--- config.mk ---
export PLATFORM = sky130hd
export DESIGN_NAME = isc_cell
export DESIGN_NICKNAME = d
export VERILOG_FILES = /design/src/hw/rtl/isc_pkg.sv /design/src/hw/rtl/isc_cell.sv
export SDC_FILE = /design/constraint.sdc
export NUM_CORES = 1
export LEC_CHECK = 0
export BUFFER_PORTS_ARGS = -buffer_cell sky130_fd_sc_hd__clkbuf_2
export CORE_ASPECT_RATIO = 0.6
export CORE_MARGIN = 2
export CORE_UTILIZATION = 42
export CTS_CLUSTER_SIZE = 14
export DETAILED_ROUTE_END_ITERATION = 8
export PLACE_DENSITY_LB_ADDON = 0.05
export SYNTH_ARGS = -nofsm -noshare
export SYNTH_HDL_FRONTEND = slang
export SYNTH_SLANG_ARGS = --single-unit
--- constraint.sdc ---
create_clock -name clk -period 1.9 [get_ports clk]
set_input_delay 0 -clock clk [delete_from_list [all_inputs] [get_ports clk]]
set_output_delay 0 -clock clk [all_outputs]
set_load 0.05 [all_outputs]
--- src/hw/rtl/isc_pkg.sv ---
`default_nettype none

package isc_pkg;

  // Stack size and derived widths.
  localparam int STACK_DEPTH = 64;
  localparam int DATA_W      = 32;
  localparam int MODE_W      = 3;
  localparam int POS_W       = 6;
  localparam int STATUS_W    = 3;
  localparam int DEPTH_W     = 7;
  localparam int IDX_W       = $clog2(STACK_DEPTH);
  localparam int CNT_W       = $clog2(STACK_DEPTH + 1);
  localparam int CMP_W       = (POS_W > CNT_W) ? POS_W : CNT_W;
  localparam int DIV_STEPS   = DATA_W;
  localparam int STEP_W      = $clog2(DIV_STEPS);

  // Command codes.
  typedef enum logic [MODE_W-1:0] {
    MODE_PUSH   = 3'd0,
    MODE_POP    = 3'd1,
    MODE_RD_TOP = 3'd2,
    MODE_RD_BOT = 3'd3,
    MODE_ADD    = 3'd4,
    MODE_SUB    = 3'd5,
    MODE_MUL    = 3'd6,
    MODE_DIV    = 3'd7
  } mode_t;

  // Result status codes.
  typedef enum logic [STATUS_W-1:0] {
    STS_OK       = 3'd0,
    STS_EMPTY    = 3'd1,
    STS_RANGE    = 3'd2,
    STS_FEW      = 3'd3,
    STS_FULL_DIV = 3'd4
  } status_t;

  // What a stack cell does at the next edge.
  typedef enum logic [1:0] {
    CELL_HOLD = 2'd0,
    CELL_DOWN = 2'd1,
    CELL_UP   = 2'd2
  } cell_op_t;

  // Request to the divider: start a floor division dividend / divisor.
  typedef struct packed {
    logic              start;
    logic [DATA_W-1:0] dividend;
    logic [DATA_W-1:0] divisor;
  } div_req_t;

  // Divider status and result.
  typedef struct packed {
    logic              busy;
    logic [DATA_W-1:0] quotient;
  } div_rsp_t;

endpackage

`default_nettype wire

--- src/hw/rtl/isc_cell.sv ---
`default_nettype none

// One stack entry. Entries shift toward the bottom on a push and toward
// the top on a pop; cell 0 is the top of the stack.
module isc_cell (
  input  wire logic                      clk,
  input  wire isc_pkg::cell_op_t         op,
  input  wire logic [isc_pkg::DATA_W-1:0] above,
  input  wire logic [isc_pkg::DATA_W-1:0] below,
  output      logic [isc_pkg::DATA_W-1:0] data
);
  import isc_pkg::*;

  // Entry register; contents are meaningless until written.
  always_ff @(posedge clk) begin
    case (op)
      CELL_DOWN: data <= above;
      CELL_UP:   data <= below;
      default:   data <= data;
    endcase
  end

endmodule

`default_nettype wire

* Word level (Yosys, flattened, before mapping) *
Index checks and enable logic that the tools add are counted.

cells by class
  add/subtract/negate cells = 0
  equal/unequal tests = 2
  multiplexer cells = 1
  bitwise gates (word level) = 0
  reductions and logical operators = 1
  div/mod/pow operators = 0
  shift-type cells = 0
  multipliers = 0
  $lt $le $gt $ge = 0

operators with widths
  kind                                                              number
  32-bit case mux with 2 select lines                               1
  2-bit by 1-bit == test with 1-bit output (second input constant)  1
  2-bit == test (second input constant)                             1
  2-bit nonzero test                                                1

storage, ports and cells
  latch bits = 0
  bits in read-only memories = 0
  memory bits (writable) = 0
  register bits after elaboration = 32
  logic and storage cells = 5
  output and inout port bits = 32
  memories kept = 0

* Longest topological paths before layout *
  depth in word-level cells = 2
  gate-level depth with buffers = 5
  gate-level depth less buffers = 3

* Worst setup path before layout *
OpenSTA, ideal clock, no wires.

  path kind = input to register
  start point = input port op[0]
  end point = register data[0] (netlist bit), enable pin
  data required time = 1.513 ns
  arrival = 0.938 ns
  library setup time = 0.387 ns
  stages on the path = 3
  path slack = 0.575 ns
  buffers on the path = 0
  cells stage by stage = inv_1 ha_1 inv_1

on the way
  cells in the longest elaborated chain, start to end = 2
  elaborated cells between the ends (all ways) = 3
  classes of those cells = eq/ne (2); reduce/logical (1)

RTL lines
  item                                                                              line            source
  start, declared                                                                   isc_cell.sv:7   input wire isc_pkg::cell_op_t op,
  2-bit == test / 2-bit by 1-bit == test with 1-bit output (equally long branches)  isc_cell.sv:16  case (op)
  2-bit nonzero test (no line) (*)                                                  -
  end signal, assigned                                                              isc_cell.sv:17  CELL_DOWN: data <= above;
  end signal, assigned                                                              isc_cell.sv:18  CELL_UP: data <= below;
  end signal, assigned                                                              isc_cell.sv:19  default: data <= data;
  end, declared                                                                     isc_cell.sv:10  output logic [isc_pkg::DATA_W-1:0] data

Mark *: on every way between the ends. The rest lies on a longest branch, timed or not.
A chain may end at the register's enable or synchronous reset.

* Worst setup path after layout *
  start point = register data[10] (netlist bit)
  end point = output port data[10] (netlist bit)

No word-level cell between the ends.

==> summary.md <==
| Metric | Value |
|---|---|
| H-tree depth | 2 |
| Worst EP arrival | between 900 and 1000 ps |
| Total power | between 2 and 2.5 mW |
| Worst EP required | roughly 1900 ps |
| Placed Area | around 0.002 mm^2 |
| Power share of the clock group | ~23% |
| Worst path slowest cell | edfxtp_1 |
| # nets final | ~240 |
| Synth top area cells | edfxtp_1 63%, mux2_4 30%, buf_12 3.9% |
| CTS Hold Bufs | 0 |
| Core box area | approximately 0.0034 mm^2 |
| CP cell instances | clkbuf_2 |
| Root Buffer | clkbuf_8 |
| IO Pins | 99 |
| Largest net degree at the start of global routing | 33 |
| Max reg flops | 32 |
| Setup TNS | 0 ps |
| Via count | between 900 and 1k |
| Post-CTS sizing | 0 |
| Share of the yosys chip area belonging to registers | ~63% |
| Flops & latches, synth | 32 |
| Actual slew at the worst max-slew pin | about 290 ps |
| First-pass GRT wire length | approximately 4200 um |
| Post-layout worst setup margin | around 990 ps |
| Synth async-reset ratio | 0% |
| Commonest cells post-synth | 32 x edfxtp_1, 30 x mux2_4, 3 x buf_12 |
| Sequential share of power | around 45% |
| Fmax | approximately 1100 MHz |
| Routed vias/inst | approximately 4.4 |
| Switching Fraction | about a third |
| Synthesized instance count | 71 |
| Post-synth EDFFs | 32 |
| Worst-path maximum fanout | 1 |
| Drc violations | 0 |
| WL/cell | 12.8 um |
| TritonCTS Buffers | 5 |
| Tcrit/Tclk final | a little under half |
| DRT Wirelength | between 2000 and 3000 um |
| Final Wtd Congestion | roughly 0.6 |
| Die ar. | ~0.0041 mm^2 |
| Pre-CTS setup slack | 694 ps |
| Most used flip-flop cell after synthesis | edfxtp_1 |
| Worst setup EP type | output port |
| Net Sw Power | between 0.7 and 0.8 mW |
| Area Growth Syn to Fin | 38.9% |
| Mapped Area | roughly 0.0015 mm^2 |
| Clock tree buffer depth | 2 |
| Die Ht | 50.7 um |
| Initial core utilization | between 40% and 50% |
| Final Setup Violations | 0 |
| Top-area cell type share of the netlist area | around 63% |
| Syn avg cell area | ~21 um^2 |
| Hold Crit Class | input pin to flop |
| Yosys top cell by area | edfxtp_1 |
| Largest registers | data: 32 flops |
| Initial antenna violation count | 0 |
| Largest Register | data |
| Syn_nets | roughly 140 |
| Post-synthesis cell type count | 7 |
| TritonCTS clock tree | built |
| RSZ-0062 raised after global routing | false |
| Row cnt | 16 |
| Multi-input logic area | roughly 490 um^2 |
| Status | finished, final reports clean |
| Fillers | 270 |
| Fin. Hold Viols | 0 |
| DRT Pass-1 Iters | 3 |
| Cell with the most instances after synthesis | edfxtp_1 |
| Max transition margin | just over 80% |
| Internal power | between 1 and 1.5 mW |
| Worst path buffer plus inverter count | 1 |
| Antenna cells | 0 |
| Global-route usage over all layers | ~14% |
| Post-CTS Setup Repair Bufs | 0 |
| Drt first-iter violations | 9 |
| Placed wire-length estimate | around 2200 um |
| Delay-heaviest family, CP | flip-flops |
| CP Class | flop to output port |
| Pwr Density | 974 mW/mm^2 |
| Port bufs | 98 |
| GRT overflow | 0 |
| Reg clk slew, reported paths | 60 ps |
| Startpoint types | flop |
| Post-route ant nets | 0 |
| Peak supply drop | 0.000529 V |
| Sequential Area | 961 um^2 |
| Number of clock sinks | 32 |
| Max Slew Vio Count | 0 |
| Leak | just over 1 nW |
| Post-layout min period | slightly above 900 ps |
| Number of max-cap violations | 0 |
| Die width | just over 80 um |
| Layout cells sized above 1 | 79.0% |
| Yosys warns | 0 |
| Vias in the first global route | between 1k and 1.5k |
| Critical path's largest stage delay | roughly 380 ps |
| Design area | around 0.0021 mm^2 |
| Combinational power share | about 32% |
==> area by class of cell <==
| cell class | count | area share [%] |
|---|---|---|
| Sequential cell | 32 | 45.4 |
| Clock inverter | 1 | 0.177 |
| Multi-Input combinational cell | 33 | 23.0 |
| Clock buffer | 7 | 3.60 |
| Tap cell | 45 | 2.66 |
| Timing Repair Buffer | 101 | 24.8 |
| Inverter | 2 | 0.354 |
==> worst paths after layout <==
check	startpoint	endpoint	slack, ps	cells after the start
setup / recovery	data[10]	data[10]	990	1
hold / removal	below[15]	data[15]	20	2
==> power groups by stage <==
stage          Clock [mW]  Sequential, mW  Combinational (mW)
3_5_place_dp            0           0.941               0.669
5_1_grt             0.518           0.935               0.694
2_1_floorplan           0            1.30               0.137
6_report            0.476           0.924               0.664
4_1_cts             0.499           0.926               0.671
3_3_place_gp            0           0.935               0.664
==> metal layers <==
layer	part of all wire (%)	global-route usage (%)
met1	39	13.9
met2	47	24.7
met3	13	7.19
met4	1.5	7.50
met5	0	0
==> metrics by stage <==
stage	cells	hold slack (ps)	utilization (%)
global placement	213	300	60.6
floorplan	71	217	-
detailed placement	213	304	60.6
CTS	221	8.68	63.0
global route	221	13.5	63.0
finish	221	20.8	63.0
==> kinds of logic after synthesis <==
logic type,Yosys count,share of synthesized area (%)
buf+inv,6,5.17
flops,32,63.0
fa+ha+maj,1,0.820
mux,32,31.0
==> placed cells by master, fill, tap and decap left out <==
master,n
clkbuf_2,98
edfxtp_1,32
mux2_4,30
clkbuf_8,5
inv_1,2
mux2_2,2
clkbuf_1,2
buf_4,2
ha_2,1
clkinv_1,1
buf_12,1
Note: power is estimated with default switching activity, not from simulation.
