--- src/hw/rtl/isc_pkg.sv ---
`default_nettype none

package isc_pkg;

  // Stack size and derived widths.
  localparam int STACK_DEPTH = 64;
  localparam int DATA_W      = 32;
  localparam int MODE_W      = 3;
  localparam int POS_W       = 6;
  localparam int STATUS_W    = 3;
  localparam int DEPTH_W     = 7;
  localparam int IDX_W       = $clog2(STACK_DEPTH);
  localparam int CNT_W       = $clog2(STACK_DEPTH + 1);
  localparam int CMP_W       = (POS_W > CNT_W) ? POS_W : CNT_W;
  localparam int DIV_STEPS   = DATA_W;
  localparam int STEP_W      = $clog2(DIV_STEPS);

  // Command codes.
  typedef enum logic [MODE_W-1:0] {
    MODE_PUSH   = 3'd0,
    MODE_POP    = 3'd1,
    MODE_RD_TOP = 3'd2,
    MODE_RD_BOT = 3'd3,
    MODE_ADD    = 3'd4,
    MODE_SUB    = 3'd5,
    MODE_MUL    = 3'd6,
    MODE_DIV    = 3'd7
  } mode_t;

  // Result status codes.
  typedef enum logic [STATUS_W-1:0] {
    STS_OK       = 3'd0,
    STS_EMPTY    = 3'd1,
    STS_RANGE    = 3'd2,
    STS_FEW      = 3'd3,
    STS_FULL_DIV = 3'd4
  } status_t;

  // What a stack cell does at the next edge.
  typedef enum logic [1:0] {
    CELL_HOLD = 2'd0,
    CELL_DOWN = 2'd1,
    CELL_UP   = 2'd2
  } cell_op_t;

  // Request to the divider: start a floor division dividend / divisor.
  typedef struct packed {
    logic              start;
    logic [DATA_W-1:0] dividend;
    logic [DATA_W-1:0] divisor;
  } div_req_t;

  // Divider status and result.
  typedef struct packed {
    logic              busy;
    logic [DATA_W-1:0] quotient;
  } div_rsp_t;

endpackage

`default_nettype wire

--- src/hw/rtl/isc_div.sv ---
`default_nettype none

// Signed floor divider: restoring division on magnitudes, one quotient
// bit per cycle, then a sign fix that rounds toward minus infinity.
module isc_div (
  input  wire logic              clk,
  input  wire logic              rst,
  input  wire isc_pkg::div_req_t req,
  output      isc_pkg::div_rsp_t rsp
);
  import isc_pkg::*;

  logic              run;
  logic [STEP_W-1:0] step;
  logic [DATA_W-1:0] rem;
  logic [DATA_W-1:0] quo;
  logic [DATA_W-1:0] dmag;
  logic              mixed;

  logic [DATA_W:0]   shifted;
  logic [DATA_W:0]   diff;
  logic              fits;

  // One restoring step.
  assign shifted = {rem, quo[DATA_W-1]};
  assign diff    = shifted - {1'b0, dmag};
  assign fits    = ~diff[DATA_W];

  // Control.
  always_ff @(posedge clk) begin
    if (rst) begin
      run <= 1'b0;
    end else if (req.start) begin
      run <= 1'b1;
    end else if (run && (step == STEP_W'(DIV_STEPS - 1))) begin
      run <= 1'b0;
    end
  end

  // Datapath.
  always_ff @(posedge clk) begin
    if (req.start) begin
      step  <= '0;
      rem   <= '0;
      quo   <= req.dividend[DATA_W-1] ? (~req.dividend + 1'b1) : req.dividend;
      dmag  <= req.divisor[DATA_W-1] ? (~req.divisor + 1'b1) : req.divisor;
      mixed <= req.dividend[DATA_W-1] ^ req.divisor[DATA_W-1];
    end else if (run) begin
      step <= step + 1'b1;
      rem  <= fits ? diff[DATA_W-1:0] : shifted[DATA_W-1:0];
      quo  <= {quo[DATA_W-2:0], fits};
    end
  end

  // With mixed signs the truncated quotient is -quo; a nonzero remainder
  // moves it one further down, which is ~quo.
  always_comb begin
    rsp.busy = run;
    if (!mixed) begin
      rsp.quotient = quo;
    end else if (rem != '0) begin
      rsp.quotient = ~quo;
    end else begin
      rsp.quotient = ~quo + 1'b1;
    end
  end

endmodule

`default_nettype wire

--- config.mk ---
export PLATFORM = sky130hd
export DESIGN_NAME = isc_div
export DESIGN_NICKNAME = d
export VERILOG_FILES = /design/src/hw/rtl/isc_pkg.sv /design/src/hw/rtl/isc_div.sv
export SDC_FILE = /design/constraint.sdc
export NUM_CORES = 1
export LEC_CHECK = 0
export BUFFER_PORTS_ARGS = -buffer_cell sky130_fd_sc_hd__buf_2
export CAP_MARGIN = 20
export CELL_PAD_IN_SITES_DETAIL_PLACEMENT = 0
export CELL_PAD_IN_SITES_GLOBAL_PLACEMENT = 1
export CORE_MARGIN = 4
export CORE_UTILIZATION = 48
export DETAILED_ROUTE_END_ITERATION = 7
export GPL_TIMING_DRIVEN = 1
export PLACE_DENSITY_LB_ADDON = 0.1
export SYNTH_ARGS = -nofsm -noshare
export SYNTH_HDL_FRONTEND = slang
export SYNTH_SLANG_ARGS = --single-unit
--- constraint.sdc ---
create_clock -name clk -period 5.75 [get_ports clk]
set_input_delay 0.2875 -clock clk [delete_from_list [all_inputs] [get_ports clk]]
set_output_delay 0.2875 -clock clk [all_outputs]
set_load 0.02 [all_outputs]
Yosys cells after proc, flatten, opt, wreduce, memory -nomap -nowiden
Index checks and enable logic that the tools add are counted.
{ "classes": {"add_sub_neg": 5, "n_eq_ne": 1, "mux": 9, "bitwise": 5, "n_reduce_logical": 4} }
{ "op_table": {"columns": ["cell", "n"], "rows": [
  ["$mux W32", 6],
  ["$add A32 B1 Y32 const B", 3],
  ["$not A32 Y32", 3],
  ["$sub A33 B32 Y33", 1],
  ["$reduce_bool A32 Y1", 1],
  ["$mux W31", 1],
  ["$add A5 B1 Y5 const B", 1],
  ["$eq A5 B5 Y1 const B", 1],
  ["$reduce_bool A2 Y1", 2],
  ["$mux W1", 2],
  ["$logic_and A1 B1 Y1", 1],
  ["$not A1 Y1", 1],
  ["$xor A1 B1 Y1", 1]
]} }
{ "totals": {"reg_bits": 103, "input_bits": 67, "out_inout_bits": 33, "wordCells": 31} }

Longest topological paths before layout
{ "logic_depth": {"word_depth": 4, "depth_mapped": 15, "ltp_nobuf": 12} }

Least setup slack after synthesis
OpenSTA, ideal clock, no wires.
{ "synth_path": {"path_kind": "reg-to-reg", "from": "register quo[31]", "to": "register rem[26]", "setup_ns": 0.120, "arrival_time_ns": 3.016, "required_time_ns": 5.630, "slack_ns": 2.614, "path_stages_with_launch": 16, "n_path_buf": 3, "period_less_slack_ns": 3.136, "cell_sequence": "edfxtp_1 inv_1 ha_1 fa_1 nand2b_1 a21oi_1 o21ai_0 o211a_1 nor3_1 or3_1 clkbuf_1 and2_1 buf_2 buf_2 o21ai_0 o31a_1"} }
{ "synth_between": {"elab_chain_len": 2} }
{ "synth_lines": {"columns": ["element", "line", "rtl"], "rows": [
  ["start: declaration", "isc_div.sv:16", "logic [DATA_W-1:0] quo;"],
  ["start signal: assignment", "isc_div.sv:45", "quo <= req.dividend[DATA_W-1] ? (~req.dividend + 1'b1) : req.dividend;"],
  ["start signal: assignment", "isc_div.sv:51", "quo <= {quo[DATA_W-2:0], fits};"],
  ["$sub A33 B32 Y33", "isc_div.sv:26", "assign diff = shifted - {1'b0, dmag};"],
  ["$mux W32", "isc_div.sv:50", "rem <= fits ? diff[DATA_W-1:0] : shifted[DATA_W-1:0];"],
  ["end signal: assignment", "isc_div.sv:50", null],
  ["end: declaration", "isc_div.sv:15", "logic [DATA_W-1:0] rem;"]
]} }
No other way between the ends.
A chain may end at the register's enable or synchronous reset.

==> summary by stage <==
Worst setup path
The combined buffer and inverter count along the critical path is 1. Following the worst setup path forward leads to its endpoint at rsp[28]. The endpoint identified for the worst register-to-register timing path is rem[23]$_SDFFE_PP0P_. The number of cells on the worst reg-to-reg path is 13.

Data on the critical path arrives at its endpoint at 3.51 ns. The largest fanout of any net on the critical path is 10. In this design, the stage delay of the slowest critical-path cell is 0.42 ns. The worst setup path startpoint is rem[24]$_SDFFE_PP0P_. The dominant cell type by count on the critical path is nand2_1. The critical path endpoint category is an output port. The cell type of the slowest stage on the worst timing path is nor4_1. The number of gates on the worst path with buffers counted is 10.

Walking the worst path, the cells encountered are nor4_1 > nand4_1 > nor2_1 > nand2_1 > or3_1 > or2_2 > o21ai_2 > nand2_1 > xor2_1 > buf_2. STA classifies the critical path startpoint as a flip-flop. The kind of cell with the highest combined delay along the critical path is simple AND/OR/NAND/NOR gates. The worst register-to-register path begins at quo[31]$_DFFE_PP_. The data required time of the critical path is 5.46 ns. By startpoint and endpoint, the worst setup path is classified as reg -> out. Setup slack on the worst reg-to-reg path comes out at 1.98 ns.

Final layout
In the final layout, the share of cells above drive strength 1 is 0.147. Once layout is complete, the cells apart from fillers number between 1k and 1.5k. After filler insertion, the fill cell instance count of the layout stands at 1528. From synthesis to final layout, the design area changed by 11.9%. The number of diodes added for antenna fixing is 0. For this run, the post-layout net count is 1100.

STA
The timing-limited maximum frequency is 0.263 GHz. After routing, the total negative slack on setup checks comes to 0 ns. The worst pin sits at a relative slew slack of 0.431. For the final database, setup skew stands at approximately 0.008 ns. Setup violations remaining at the end of the flow were counted as 0.

Setup repair after global routing left no endpoint under its margin. Of the available clock period, the critical path in the final layout requires 0.660. The max-slew violation count is 0.

The worst path needs roughly 3.8 ns of the cycle, external delays included. At the pin with the least slew margin, the transition time is 0.854 ns. The post-layout worst setup margin is 1.95 ns.

The number of hold violations in the final report is 0.

Die
The die outline area is 18300 um^2. The number of core rows is between 40 and 50. The floorplan step defined a core boundary enclosing 15900 um^2. The height of the die is 135 um. From left edge to right edge, the die measures 135 um. For this configuration, the core starts out at a cell density of 0.490. The top-level I/O count is 100.

Clocking
The count of hold-fix buffers inserted at cts is 0. The clock edge transition at the registers on the reported setup and hold paths is approximately 0.070 ns. The maximum count of clock buffers along a single path is 2. After clock tree synthesis, the setup repair step added 0 buffers. The clock latency at the later pin of the worst-skew pair is approximately 0.36 ns. TritonCTS built the clock tree. Clock tree synthesis selected as its root buffer the cell clkbuf_16. Gates resized during post-CTS repair numbered 0.

The H-tree depth reported by CTS is 3. The clock sink count is 103. The CTS buffer count is 9.

Placed design
The port buffer count is 99. The minimum setup slack after placement is roughly 1.7 ns. Detailed placement finished with a half-perimeter wire length of 13700 um.

After detailed placement, the design holds a cell count of 1199. At the end of routability-driven placement, the weighted congestion stood at 0.816.

Run status
The run finished with clean final reports.

Drt
The first detailed-routing pass took 5 iterations. The detailed router placed 6789 vias in this run. The first routing iteration left ~450 violations. Dividing the detail-routed wire length by the instance count gives 15.4 um. The overall routed net length is around 19000 um.

In the routed layout, each cell is associated on average with a via count of ~5.6. The count of nets left with antenna violations once routing finished came out at 0. The post-route DRC violation count is 0.

Synth
Among all flip-flop cells after synthesis, the most frequent one is edfxtp_1. In this run the mean area of a mapped cell was 8.43 um^2. Counting instances in the post-synthesis netlist gives the leading cell types as nand2_1, nor2_1, a21oi_1.

Summed over all instances, the cell type with the most area after synthesis is edfxtp_1. Counting distinct cell types in the post-synthesis netlist gives 65. The post-synthesis sequential element count is slightly above 100. During synthesis, Yosys emitted a total of 0 warnings. The area of the mapped netlist is 7790 um^2. The fraction of post-synthesis cell area in the top cell type by area is 0.251. Among all cell types in the netlist, the one instantiated most often is nand2_1.

Counting every net in the synthesized netlist gives 1029. The fraction of the yosys area taken by sequential cells is 0.348. Counting flops with an async set or reset pin after synthesis yields a share of 0. The count of flip-flops with a built-in enable after synthesis is 65. Synthesis handed over a netlist of 924 instances. By area the synthesized netlist is led by edfxtp_1, dfxtp_1, xnor2_1, ha_1, nand2_1.

GRT
The initial antenna violation count was 0. The maximum number of pins on one net before global-route repair is 73. In the global route stage, overall resource usage came out at 0.205. Summed over all layers, the global routing overflow is 0. The first global-routing pass estimated between 30000 and 40000 um of wire.

The number of global-route vias before repair is 6284.

Run
The tool flagged a number of max-cap violations equal to 0.

Power
Summed over all cells, the static leakage comes to 0.00345 uW. The power density over the cells is 268 nW/um^2. IR analysis of the VDD net gives a maximum drop of 0.159 mV.

Worst hold path
In this run the worst hold path is classified as in -> reg.
[cells in the final DEF, fill, tap and decap left out, types with 4 or more instances in the layout]
master       n
nand2_1    116
buf_2       98
nor2_1      86
a21oi_1     76
xnor2_1     71
edfxtp_1    65
inv_1       51
o21ai_0     51
xor2_1      46
ha_1        37
dfxtp_1     37
o31ai_1     27
a311oi_1    24
or3_1       20
nand3_1     19
a21o_1      13
nor4_1      12
or4_1       10
o41ai_1      9
clkbuf_16    9
or2_2        7
nor2b_1      7
nand2b_1     7
a31oi_1      7
and3_1       6
o211ai_1     6
nand4_1      6
nor3_1       6
buf_4        6
mux2i_1      4
[per-layer routing]
layer | track usage | vias to the layer above | wire length, um
li1 | - | 3471 | -
met3 | 0.0319 | 16 | 1040
met5 | 0 | - | 0
met4 | 0.0431 | 0 | 189
met1 | 0.292 | 3120 | 9020
met2 | 0.333 | 182 | 8420
[how the worst min path moves through the flow]
stage	start	endpoint	slack [ns]	cells after the start
after floorplan	rst	run$_SDFFE_PP0P_	0.36	1
after global placement	rst	run$_SDFFE_PP0P_	0.44	2
after detailed placement	rst	run$_SDFFE_PP0P_	0.44	2
after CTS	rst	run$_SDFFE_PP0P_	0.06	2
after global routing	rst	run$_SDFFE_PP0P_	0.06	2
final	rst	run$_SDFFE_PP0P_	0.07	2
[worst register-to-register path, stage by stage (launching register included)]
cell and delay [ns]:
edfxtp_1 0.39, inv_1 0.06, ha_1 0.22, fa_1 0.38, nand2b_1 0.19, a21oi_1 0.15, o21ai_0 0.16, o211a_1 0.30
nor3_1 0.38, or3_1 0.24, and2_1 0.39, buf_4 0.38, nand3_1 0.17, a311oi_1 0.26
[final cells by class]
type,instances,area (um^2),share of cell area
multi-input cells,725,4700,0.540
flip-flops and latches,103,2710,0.311
repair buffers,105,551,0.0632
well taps,216,270,0.0310
clock buffers,11,253,0.0290
inverters,51,191,0.0220
clock inverters,5,32.5,0.00373
[through the flow]
step,utilization,power [uW],cell area [um^2],hold WS (ns)
3_3_place_gp,0.530,1750,8420,0.438
6_report,0.549,2340,8720,0.0701
2_1_floorplan,-,1530,7790,0.360
3_5_place_dp,0.530,1750,8420,0.441
4_1_cts,0.548,2350,8700,0.0589
5_1_grt,0.549,2490,8720,0.0644
[cell families (layout without fill, tap and decap cells)]
group	Yosys count	count (layout)	share of synthesized area
xor gates and xnor gates	117	117	0.132
DFF	103	103	0.348
AOI/OAI and AO/OA	246	246	0.209
adders and majority gates	38	38	0.0620
muxes	4	4	0.00514
and+or+nand+nor	320	320	0.197
buffers and inverters	96	172	0.0476
[report_power, final]
group          switching [uW]  leakage, uW  internal (uW)
combinational             481      0.00235            316
sequential               70.6     0.000950            876
clock                     276     0.000145            317
[flip-flops by register name, summed over array words and instances, names as in the netlist]
signal  flops
step        5
quo        32
run         1
dmag       32
rem        32
mixed       1
Note: power is estimated with default switching activity, not from simulation.
